==> config.mk <==
export PLATFORM = sky130hd
export DESIGN_NAME = page_replacement_policy
export DESIGN_NICKNAME = d
export VERILOG_FILES = /design/src/hdl/prp_pkg.sv /design/src/hdl/prp_cell.sv /design/src/hdl/page_replacement_policy.sv
export SDC_FILE = /design/constraint.sdc
export NUM_CORES = 1
export LEC_CHECK = 0
export ABC_AREA = 1
export ABC_CLOCK_PERIOD_IN_PS = 24000
export BUFFER_PORTS_ARGS = -buffer_cell sky130_fd_sc_hd__buf_2
export CAP_MARGIN = 20
export CORE_ASPECT_RATIO = 0.8
export CORE_UTILIZATION = 27
export CTS_BUF_LIST = sky130_fd_sc_hd__clkbuf_8
export DETAILED_ROUTE_END_ITERATION = 10
export HOLD_SLACK_MARGIN = 0.05
export PLACE_DENSITY = 0.39
export RECOVER_POWER = 50
export SLEW_MARGIN = 10
export SYNTH_ARGS = -nofsm -noshare
export SYNTH_HDL_FRONTEND = slang
export SYNTH_HIERARCHICAL = 1
export SYNTH_SLANG_ARGS = --single-unit
==> constraint.sdc <==
create_clock -name clk_i -period 24 [get_ports clk_i]
set_input_delay 7.2 -clock clk_i [delete_from_list [all_inputs] [get_ports clk_i]]
set_output_delay 7.2 -clock clk_i [all_outputs]
set_load 0.005 [all_outputs]
==> src/hdl/prp_pkg.sv <==
// Shared types and constants for the page replacement policy block.
// Used by prp_cell and page_replacement_policy; depends on nothing.
package prp_pkg;

  localparam int unsigned PAGE_W  = 16;  // page_number / evicted_page port width
  localparam int unsigned MODE_W  = 2;
  localparam int unsigned SLOTS_W = 5;
  localparam int unsigned CFG_W   = 5;   // widest register
  localparam int unsigned FCNT_W  = 32;

  localparam logic [MODE_W-1:0] POL_FIFO = 2'd0;
  localparam logic [MODE_W-1:0] POL_LRU  = 2'd1;
  localparam logic [MODE_W-1:0] POL_SC   = 2'd2;

  localparam logic REG_POLICY = 1'b0;
  localparam logic REG_SLOTS  = 1'b1;

  typedef enum logic [2:0] {
    OP_HOLD,
    OP_SET_REF,
    OP_APPEND,
    OP_LRU_MOVE,
    OP_SHIFT
  } cell_op_e;

  typedef struct packed {
    cell_op_e op;
    logic     inj_ref;
  } cell_ctl_t;

  typedef enum logic [1:0] {
    ST_IDLE,
    ST_LOOKUP,
    ST_EVICT
  } state_e;

endpackage

==> src/hdl/prp_cell.sv <==
// One slot of the resident-page list: page, reference bit and the shift logic.
// Takes data from its right neighbor; depends on prp_pkg.
module prp_cell #(
  parameter int unsigned IDX       = 0,
  parameter int unsigned CNT_W     = 5,
  parameter int unsigned PAGE_BITS = 16
) (
  input  logic                  clk_i,
  input  logic                  rst_ni,
  input  prp_pkg::cell_ctl_t    ctl_i,
  input  logic [PAGE_BITS-1:0]  key_i,
  input  logic [PAGE_BITS-1:0]  inj_page_i,
  input  logic [CNT_W-1:0]      occ_i,
  input  logic [CNT_W-1:0]      tail_i,
  input  logic [PAGE_BITS-1:0]  right_page_i,
  input  logic                  right_ref_i,
  input  logic                  after_i,
  output logic [PAGE_BITS-1:0]  page_o,
  output logic                  ref_o,
  output logic                  match_o,
  output logic                  after_o,
  output logic                  hit_ref_o
);
  import prp_pkg::*;

  localparam logic [CNT_W-1:0] MyIdx = CNT_W'(IDX);

  logic [PAGE_BITS-1:0] page_q, page_d;
  logic                 ref_q, ref_d;
  logic                 is_tail, before_tail, match;

  assign is_tail     = (MyIdx == tail_i);
  assign before_tail = (MyIdx < tail_i);
  assign match       = (MyIdx < occ_i) && (page_q == key_i);

  always_comb begin
    page_d = page_q;
    ref_d  = ref_q;
    unique case (ctl_i.op)
      OP_HOLD: ;
      OP_SET_REF: begin
        if (match) ref_d = 1'b1;
      end
      OP_APPEND: begin
        if (is_tail) begin
          page_d = inj_page_i;
          ref_d  = ctl_i.inj_ref;
        end
      end
      OP_LRU_MOVE: begin
        // close the gap left by the hit entry, hit page goes to the tail
        if (is_tail) begin
          page_d = inj_page_i;
          ref_d  = ctl_i.inj_ref;
        end else if (before_tail && (after_i || match)) begin
          page_d = right_page_i;
          ref_d  = right_ref_i;
        end
      end
      OP_SHIFT: begin
        if (is_tail) begin
          page_d = inj_page_i;
          ref_d  = ctl_i.inj_ref;
        end else if (before_tail) begin
          page_d = right_page_i;
          ref_d  = right_ref_i;
        end
      end
      default: ;
    endcase
  end

  always_ff @(posedge clk_i) begin
    page_q <= page_d;
  end

  always_ff @(posedge clk_i or negedge rst_ni) begin
    if (!rst_ni) begin
      ref_q <= 1'b0;
    end else begin
      ref_q <= ref_d;
    end
  end

  assign page_o    = page_q;
  assign ref_o     = ref_q;
  assign match_o   = match;
  assign after_o   = after_i | match;
  assign hit_ref_o = match & ref_q;

endmodule

==> src/hdl/page_replacement_policy.sv <==
// Page replacement policy (FIFO, LRU, second chance) over a row of prp_cell slots.
// A hit, or a fault with room, finishes in the lookup state; a full-list fault goes
// to the evict state, where second chance first rotates each flagged head page to the
// tail (at most the occupancy). The next beat is taken the cycle after the result is
// made. The sequencer and the head cell's reference bit set the rotation time.
// Reset clears occupancy, reference bits and the fault count; slot pages need no clear.
module page_replacement_policy #(
  parameter int unsigned MAX_SLOTS = 16,
  parameter int unsigned PAGE_BITS = 16
) (
  input  logic                        clk_i,
  input  logic                        rst_ni,
  input  logic                        cfg_we_i,
  input  logic                        cfg_idx_i,
  input  logic [prp_pkg::CFG_W-1:0]   cfg_wdata_i,
  input  logic                        in_valid_i,
  output logic                        in_ready_o,
  input  logic [prp_pkg::PAGE_W-1:0]  page_number_i,
  output logic                        out_valid_o,
  input  logic                        out_ready_i,
  output logic                        fault_o,
  output logic                        evict_valid_o,
  output logic [prp_pkg::PAGE_W-1:0]  evicted_page_o,
  output logic [prp_pkg::FCNT_W-1:0]  fault_total_o
);
  import prp_pkg::*;

  localparam int unsigned CNT_W = $clog2(MAX_SLOTS + 1);

  function automatic logic [CNT_W-1:0] eff_cap(input logic [SLOTS_W-1:0] s);
    if (s == '0) return CNT_W'(1);
    else if (32'(s) > 32'(MAX_SLOTS)) return CNT_W'(MAX_SLOTS);
    else return CNT_W'(s);
  endfunction

  state_e               state_q, state_d;
  logic [MODE_W-1:0]    mode_q, mode_d;
  logic [SLOTS_W-1:0]   slots_q, slots_d;
  logic [CNT_W-1:0]     occ_q, occ_d, cap, tail;
  logic [FCNT_W-1:0]    fcnt_q, fcnt_d;
  logic [PAGE_BITS-1:0] page_q, inj_page, head_page;
  logic                 head_ref, hit, hit_ref, full, can_finish, finish;
  logic                 res_fault, res_evict;
  logic                 out_valid_q, fault_q, evict_q;
  logic [PAGE_W-1:0]    evpage_q, res_evpage;
  cell_ctl_t            ctl;

  logic [PAGE_BITS-1:0] cell_page [MAX_SLOTS];
  logic [MAX_SLOTS-1:0] cell_ref, match_vec, hit_ref_vec;
  logic [MAX_SLOTS:0]   after_w;

  assign cap        = eff_cap(slots_q);
  assign full       = (occ_q >= cap);
  assign hit        = |match_vec;
  assign hit_ref    = |hit_ref_vec;
  assign head_page  = cell_page[0];
  assign head_ref   = cell_ref[0];
  assign can_finish = !out_valid_q || out_ready_i;
  assign tail       = (ctl.op == OP_APPEND) ? occ_q : occ_q - CNT_W'(1);
  assign after_w[0] = 1'b0;

  for (genvar g = 0; g < MAX_SLOTS; g++) begin : g_cell
    logic [PAGE_BITS-1:0] right_page;
    logic                 right_ref;
    if (g == MAX_SLOTS - 1) begin : g_last
      assign right_page = '0;
      assign right_ref  = 1'b0;
    end else begin : g_mid
      assign right_page = cell_page[g+1];
      assign right_ref  = cell_ref[g+1];
    end
    prp_cell #(
      .IDX       (g),
      .CNT_W     (CNT_W),
      .PAGE_BITS (PAGE_BITS)
    ) u_cell (
      .clk_i        (clk_i),
      .rst_ni       (rst_ni),
      .ctl_i        (ctl),
      .key_i        (page_q),
      .inj_page_i   (inj_page),
      .occ_i        (occ_q),
      .tail_i       (tail),
      .right_page_i (right_page),
      .right_ref_i  (right_ref),
      .after_i      (after_w[g]),
      .page_o       (cell_page[g]),
      .ref_o        (cell_ref[g]),
      .match_o      (match_vec[g]),
      .after_o      (after_w[g+1]),
      .hit_ref_o    (hit_ref_vec[g])
    );
  end

  always_comb begin
    state_d     = state_q;
    ctl.op      = OP_HOLD;
    ctl.inj_ref = 1'b0;
    inj_page    = page_q;
    finish      = 1'b0;
    res_fault   = 1'b0;
    res_evict   = 1'b0;
    res_evpage  = '0;
    unique case (state_q)
      ST_IDLE: begin
        if (in_valid_i) state_d = ST_LOOKUP;
      end
      ST_LOOKUP: begin
        if (hit) begin
          if (can_finish) begin
            finish  = 1'b1;
            state_d = ST_IDLE;
            if (mode_q == POL_LRU) begin
              ctl.op      = OP_LRU_MOVE;
              ctl.inj_ref = hit_ref;
            end else if (mode_q == POL_SC) begin
              ctl.op = OP_SET_REF;
            end
          end
        end else if (!full) begin
          if (can_finish) begin
            ctl.op    = OP_APPEND;
            finish    = 1'b1;
            res_fault = 1'b1;
            state_d   = ST_IDLE;
          end
        end else begin
          state_d = ST_EVICT;
        end
      end
      ST_EVICT: begin
        if (mode_q == POL_SC && head_ref) begin
          // rotate a flagged head to the tail with its bit cleared
          ctl.op   = OP_SHIFT;
          inj_page = head_page;
        end else if (can_finish) begin
          ctl.op     = OP_SHIFT;
          finish     = 1'b1;
          res_fault  = 1'b1;
          res_evict  = 1'b1;
          res_evpage = PAGE_W'(head_page);
          state_d    = ST_IDLE;
        end
      end
      default: state_d = ST_IDLE;
    endcase
  end

  always_comb begin
    mode_d  = mode_q;
    slots_d = slots_q;
    occ_d   = occ_q;
    fcnt_d  = fcnt_q;
    if (cfg_we_i) begin
      unique case (cfg_idx_i)
        REG_POLICY: mode_d = cfg_wdata_i[MODE_W-1:0];
        REG_SLOTS: begin
          slots_d = cfg_wdata_i[SLOTS_W-1:0];
          // drop the newest entries that no longer fit
          if (occ_q > eff_cap(cfg_wdata_i[SLOTS_W-1:0])) begin
            occ_d = eff_cap(cfg_wdata_i[SLOTS_W-1:0]);
          end
        end
        default: ;
      endcase
    end
    if (ctl.op == OP_APPEND) occ_d = occ_q + CNT_W'(1);
    if (finish && res_fault && (fcnt_q != '1)) fcnt_d = fcnt_q + FCNT_W'(1);
  end

  always_ff @(posedge clk_i or negedge rst_ni) begin
    if (!rst_ni) begin
      state_q     <= ST_IDLE;
      mode_q      <= POL_FIFO;
      slots_q     <= SLOTS_W'(16);
      occ_q       <= '0;
      fcnt_q      <= '0;
      out_valid_q <= 1'b0;
    end else begin
      state_q <= state_d;
      mode_q  <= mode_d;
      slots_q <= slots_d;
      occ_q   <= occ_d;
      fcnt_q  <= fcnt_d;
      if (finish) out_valid_q <= 1'b1;
      else if (out_ready_i) out_valid_q <= 1'b0;
    end
  end

  always_ff @(posedge clk_i) begin
    if (in_valid_i && in_ready_o) page_q <= PAGE_BITS'(page_number_i);
    if (finish) begin
      fault_q  <= res_fault;
      evict_q  <= res_evict;
      evpage_q <= res_evpage;
    end
  end

  assign in_ready_o     = (state_q == ST_IDLE);
  assign out_valid_o    = out_valid_q;
  assign fault_o        = fault_q;
  assign evict_valid_o  = evict_q;
  assign evicted_page_o = evpage_q;
  assign fault_total_o  = fcnt_q;

  a_occ_fits: assert property (@(posedge clk_i) disable iff (!rst_ni)
    occ_q <= cap)
    else $error("occupancy above capacity");

  a_unique_match: assert property (@(posedge clk_i) disable iff (!rst_ni)
    (state_q == ST_LOOKUP) |-> $onehot0(match_vec))
    else $error("page resident in more than one slot");

  a_evict_full: assert property (@(posedge clk_i) disable iff (!rst_ni)
    (state_q == ST_EVICT) |-> (occ_q == cap))
    else $error("eviction with room left");

  a_evict_is_fault: assert property (@(posedge clk_i) disable iff (!rst_ni)
    out_valid_o |-> (fault_o || !evict_valid_o))
    else $error("eviction reported on a hit");

  a_fcnt_mono: assert property (@(posedge clk_i) disable iff (!rst_ni)
    finish |=> (fcnt_q >= $past(fcnt_q)))
    else $error("fault count went backward");

endmodule
Word-level counts from Yosys, hierarchy flattened --
Cells that the tools add are included.
Cells by class: $add $sub $neg 3, magnitude comparators 36, equality and inequality tests 106, muxes and demuxes 248, bitwise gates (word level) 33, reduce and logical (&&, ||, !) cells 102
Operators with widths (count):
- two-way mux 16 bit | 82
- one-hot mux 16 bit (3 select lines) | 16
- equality test 16 bit | 16
- two-way mux 1 bit | 107
- inequality test 3 x 1 -> 1 bit, second input constant | 32
- less-than comparator 4 x 5 -> 1 bit, first input constant | 16
- AND reduction 5 bit | 16
- inequality test 2 x 1 -> 1 bit, second input constant | 32
- one-hot mux 1 bit (4 select lines) | 16
- AND reduction 4 bit | 16
- two-way mux 5 bit | 11
- equality test 4 x 5 -> 1 bit, first input constant | 8
- less-than comparator 3 x 5 -> 1 bit, first input constant | 8
- logical AND 1 bit | 36
- adder 32 x 1 -> 32 bit, second input constant | 1
- inequality test 32 bit, second input constant | 1
- OR reduction 16 bit | 2
- equality test 3 x 5 -> 1 bit, first input constant | 4
- less-than comparator 1 x 5 -> 1 bit, first input constant | 4
- less-than comparator 2 x 5 -> 1 bit, first input constant | 4
- AND 1 bit | 16
- logical OR 1 bit | 16
- two-way mux 2 bit | 8
- zero test 5 bit | 3
- other kinds (27) | 57
Word-level totals: flip-flop bits (word level) 353, input port bits 27, output and inout port bits 52

Longest topological paths before layout --
word-level depth 21, depth in mapped cells 43, mapped depth without buffers 43

Hierarchy --
The synthesis kept the hierarchy.
Modules (own cells, without submodules):
- page_replacement_policy | times used 1, cells an instance 652, area an instance 4962.3 um^2, seq. area each 2198.4 um^2
- prp_cell at g_cell[7].u_cell | times used 1, cells an instance 184, area an instance 1387.6 um^2, seq. area each 505.5 um^2
- prp_cell at g_cell[10].u_cell | times used 1, cells an instance 167, area an instance 1376.3 um^2, seq. area each 505.5 um^2
- prp_cell at g_cell[15].u_cell | times used 1, cells an instance 171, area an instance 1346.3 um^2, seq. area each 505.5 um^2
- prp_cell at g_cell[5].u_cell | times used 1, cells an instance 156, area an instance 1332.5 um^2, seq. area each 505.5 um^2
- prp_cell at g_cell[1].u_cell | times used 1, cells an instance 163, area an instance 1328.8 um^2, seq. area each 505.5 um^2
- prp_cell at g_cell[3].u_cell | times used 1, cells an instance 166, area an instance 1323.8 um^2, seq. area each 505.5 um^2
- prp_cell at g_cell[11].u_cell | times used 1, cells an instance 158, area an instance 1317.5 um^2, seq. area each 505.5 um^2
- prp_cell at g_cell[8].u_cell | times used 1, cells an instance 166, area an instance 1316.3 um^2, seq. area each 505.5 um^2
- prp_cell at g_cell[4].u_cell | times used 1, cells an instance 163, area an instance 1305.0 um^2, seq. area each 505.5 um^2
- prp_cell at g_cell[12].u_cell | times used 1, cells an instance 160, area an instance 1291.2 um^2, seq. area each 505.5 um^2
- prp_cell at g_cell[2].u_cell | times used 1, cells an instance 152, area an instance 1291.2 um^2, seq. area each 505.5 um^2
- prp_cell at g_cell[9].u_cell | times used 1, cells an instance 156, area an instance 1291.2 um^2, seq. area each 505.5 um^2
- prp_cell at g_cell[13].u_cell | times used 1, cells an instance 152, area an instance 1290.0 um^2, seq. area each 505.5 um^2
- 3 more rows

Worst setup path before layout --
No wires, ideal clock.
kind input -> register, start input port out_ready_i, end register g_cell[11].u_cell.page_q[0], enable pin, setup time 0.394 ns, arrival 14.149 ns, required time 23.606 ns, slack 9.457 ns, cell stages on the path 10, buffers on the path 0, cells stage by stage inv_1 -> nand2_2 -> inv_1 -> nor4_1 -> inv_1 -> nand3_2 -> o22ai_1 -> nand2_1 -> nand2_1 -> a21oi_1
RTL lines:
- start, declared | line page_replacement_policy.sv:20 | input logic out_ready_i,
- end signal, assigned | line prp_cell.sv:74 | page_q <= page_d;
- end, declared | line prp_cell.sv:28 | logic [PAGE_BITS-1:0] page_q, page_d;

==> key figures <==
Cells and area
  • Area of the multi-input gates: 12870 um^2
  • Layout cell share with drive strength beyond 1: 15.07%
  • Cell area after layout: 29110 um^2
  • Fin util: 30.68%
  • Most common cell after layout, fill and taps aside: nand2_1
  • Area Overhead vs Synth: 12.47%
  • FF+latch area: 10290 um^2
  • Layout Nets: 3458
  • Most frequent cells in the layout: 923 x nand2_1, 586 x inv_1, 379 x nor2_1
  • Fill cells: 10220

CTS
  • Clk sink count: 353
  • Post-CTS Setup Inserts: 0
  • H-tree depth: 3
  • Number of buffers created by CTS: 73
  • Clock latency on the worst-skew pair: 710 ps
  • Hold Buf Count CTS: 0
  • Clock Path Buffers: 3
  • Clk slew on worst S/H paths: 60 ps
  • Clk root buf: clkbuf_8
  • Post-CTS Resized: 0
  • CTS tree: built

Global routing
  • Largest net degree at the start of global routing: 63
  • Initial antenna violation count: 11
  • Gr ovfl total: 0
  • First-pass GRT wire length: 139.0 mm
  • Total GRT Usage: 19.68%
  • Vias in the first global route: 19750

Synth
  • Distinct cells, synth: 60
  • EDFF count, synth: 290
  • Synth Instances: 3227
  • Register area share after synthesis: 39.74%
  • Mapped Area: 25890 um^2
  • Synth warn: 6
  • Most used DFF post-synth: edfxtp_1
  • #FFs+latches synth: 353
  • Async SR Flop Fraction: 17.85%
  • Syn_area_per_cell: 8.022 um^2

Placement
  • RD Place Congestion: 0.8660
  • Post-detail-place hpwl: 64.77 mm
  • Placed Area: 28220 um^2
  • PortBufs: 78
  • Worst slack at placement: 12830 ps

Min path
  • Hold Crit Class: reg2reg

Drt
  • Antenna-violating nets left: 0
  • First-pass iteration count of the detailed router: 5
  • Drt drc: 0
  • Iter 0 DRT Violations: 1770
  • Routed length per placed instance: 20.26 um
  • Via Count: 21330
  • WL final: 96.44 mm
  • Via-to-Cell Ratio: 4.481

Floorplan
  • I/O Pins: 79
  • Core footprint: 94900 um^2
  • Die Footprint: 97120 um^2
  • Die Y: 278.9 um
  • DIE WIDTH: 348.2 um
  • FP Rows: 101
  • Initial Utilization: 27.28%

Outcome
  • Outcome: finished with violations
  • Failing checks: max-capacitance violations, max-slew violations

STA
  • Fin Setup TNS: 0 ps
  • Relative slew slack: -83.67%
  • RSZ-0062 raised after global routing: no
  • Clock period minus worst slack: 13430 ps
  • Least-Margin Pin Slew: 2755 ps
  • Fin worst setup slack: 10570 ps
  • Skew final: 38.22 ps
  • Final setup viols: 0
  • Final period utilization: 55.97%
  • Hold Fails Final Rpt: 0
  • Max Fclk: 74.44 MHz
  • Slew Limit Fails: 205

Critical path
  • CP startpoint kind: input pin
  • FF-to-FF setup slack: 16650 ps
  • Arr. time, crit path: 13870 ps
  • Crit. End Element: flop
  • Critical path type: in2reg
  • WP data required: 24440 ps
  • Critical path fanouts, max: 50

Power and ir drop
  • Final Power: 3341 uW
  • Sequential share of power: 35.1%
  • Leak: 0.01341 uW
  • Switching Power: 1536 uW
  • Combinational share of power: 45.7%
  • VDD IR max: 0.06316 mV
  • PD cells: 114.8 nW/um^2
  • Clk network pwr share: 19.2%
  • Sw Share: 45.97%
  • Internal power: 1805 uW

Flow run
  • Max-cap violation count: 5
==> synthesized netlist by cell type, types with 20 or more instances <==
cell type,instances,area [um^2]
o21ai_1,36,180.2
edfxtp_1,290,8708
nand2_2,30,187.7
xnor2_1,78,683.2
nor3_1,50,250.2
nor2_1,379,1423
a21oi_1,29,145.1
mux2_2,100,1126
mux2_4,140,2102
nand4_1,43,269.0
dfrtp_1,62,1551
nand2_1,911,3420
nand3_1,138,690.7
nor2_2,26,162.7
o21ai_0,60,300.3
inv_2,39,146.4
nand3_2,21,210.2
inv_1,560,2102
xor2_1,20,175.2
nor4_1,20,125.1
==> flip-flops by register name, indices dropped and copies added, names as in the netlist <==
name and count:
slots_q 5, occ_q 5, g_cell.u_cell/page_o 256, page_q 16
g_cell.u_cell/ref_o 16, fault_o 1, out_valid_o 1, state_q 2
evict_valid_o 1, fault_total_o 32, evicted_page_o 16, mode_q 2
==> per-layer routing <==
metal	routed length, um	vias to the layer above	track usage [%]
li1	-	10700	-
met1	50640	10000	30.59
met2	38640	523	27.77
met3	5390	105	3.504
met4	1742	4	4.123
met5	26	-	0
==> final cells by class <==
type                    count  share of cell area (%)
clock inverters            55                   1.027
flip-flops and latches    353                   35.34
clock buffers              79                   3.735
repair buffers            122                   2.394
inverters                 600                   7.740
diodes                      3                 0.02579
well taps                1287                   5.531
multi-input cells        2262                   44.21
==> power groups by stage <==
stage / clock network [uW] / registers [uW] / logic (uW)
3_3_place_gp: 0 / 1190 / 1590
4_1_cts: 665 / 1180 / 1600
2_1_floorplan: 0 / 1120 / 1110
3_5_place_dp: 0 / 1190 / 1590
6_report: 641 / 1170 / 1530
5_1_grt: 687 / 1200 / 1700
==> per-stage QoR <==
| stage | hold WS (ps) | cells |
|---|---|---|
| final | 492.6 | 4761 |
| after global routing | 545.3 | 4760 |
| after CTS | 499.1 | 4758 |
| after detailed placement | 483.3 | 4624 |
| after global placement | 480.4 | 4622 |
| after floorplan | 449.7 | 3244 |
==> worst max-delay path, stage by stage <==
cell	delay [ps]
buf_2	90
inv_1	40
nand2_1	260
nand2_1	180
a21oi_4	170
clkbuf_1	1930
a21oi_1	360
nand4_1	710
nand2_1	90
o21ai_0	100
clkbuf_1	1170
nor2_1	260
nand4_1	280
nand2_1	460
mux2_1	500
==> logic make-up after synthesis <==
group           synth area share, %
other cells                 0.01449
xor+xnor                      3.316
fa+ha+maj                    0.9184
compound gates                3.688
flops                         39.74
simple gates                  28.99
buf+inv                       10.01
mux                           13.32
==> path summary, 6_finish.rpt <==
check	startpoint	cells past startpoint	end
worst max-delay path	out_ready_i	15	g_cell[7].u_cell/page_o[8]
worst min-delay path	g_cell[8].u_cell/ref_o	2	g_cell[8].u_cell/ref_o
worst max register to register	state_q[0]	14	g_cell[7].u_cell/page_o[8]
worst min register to register	g_cell[8].u_cell/ref_o	2	g_cell[8].u_cell/ref_o
max in group asynchronous	rst_ni	2	occ_q[4]
min in group asynchronous	rst_ni	1	fault_total_o[26]
Power figures use the tool's default switching activity.
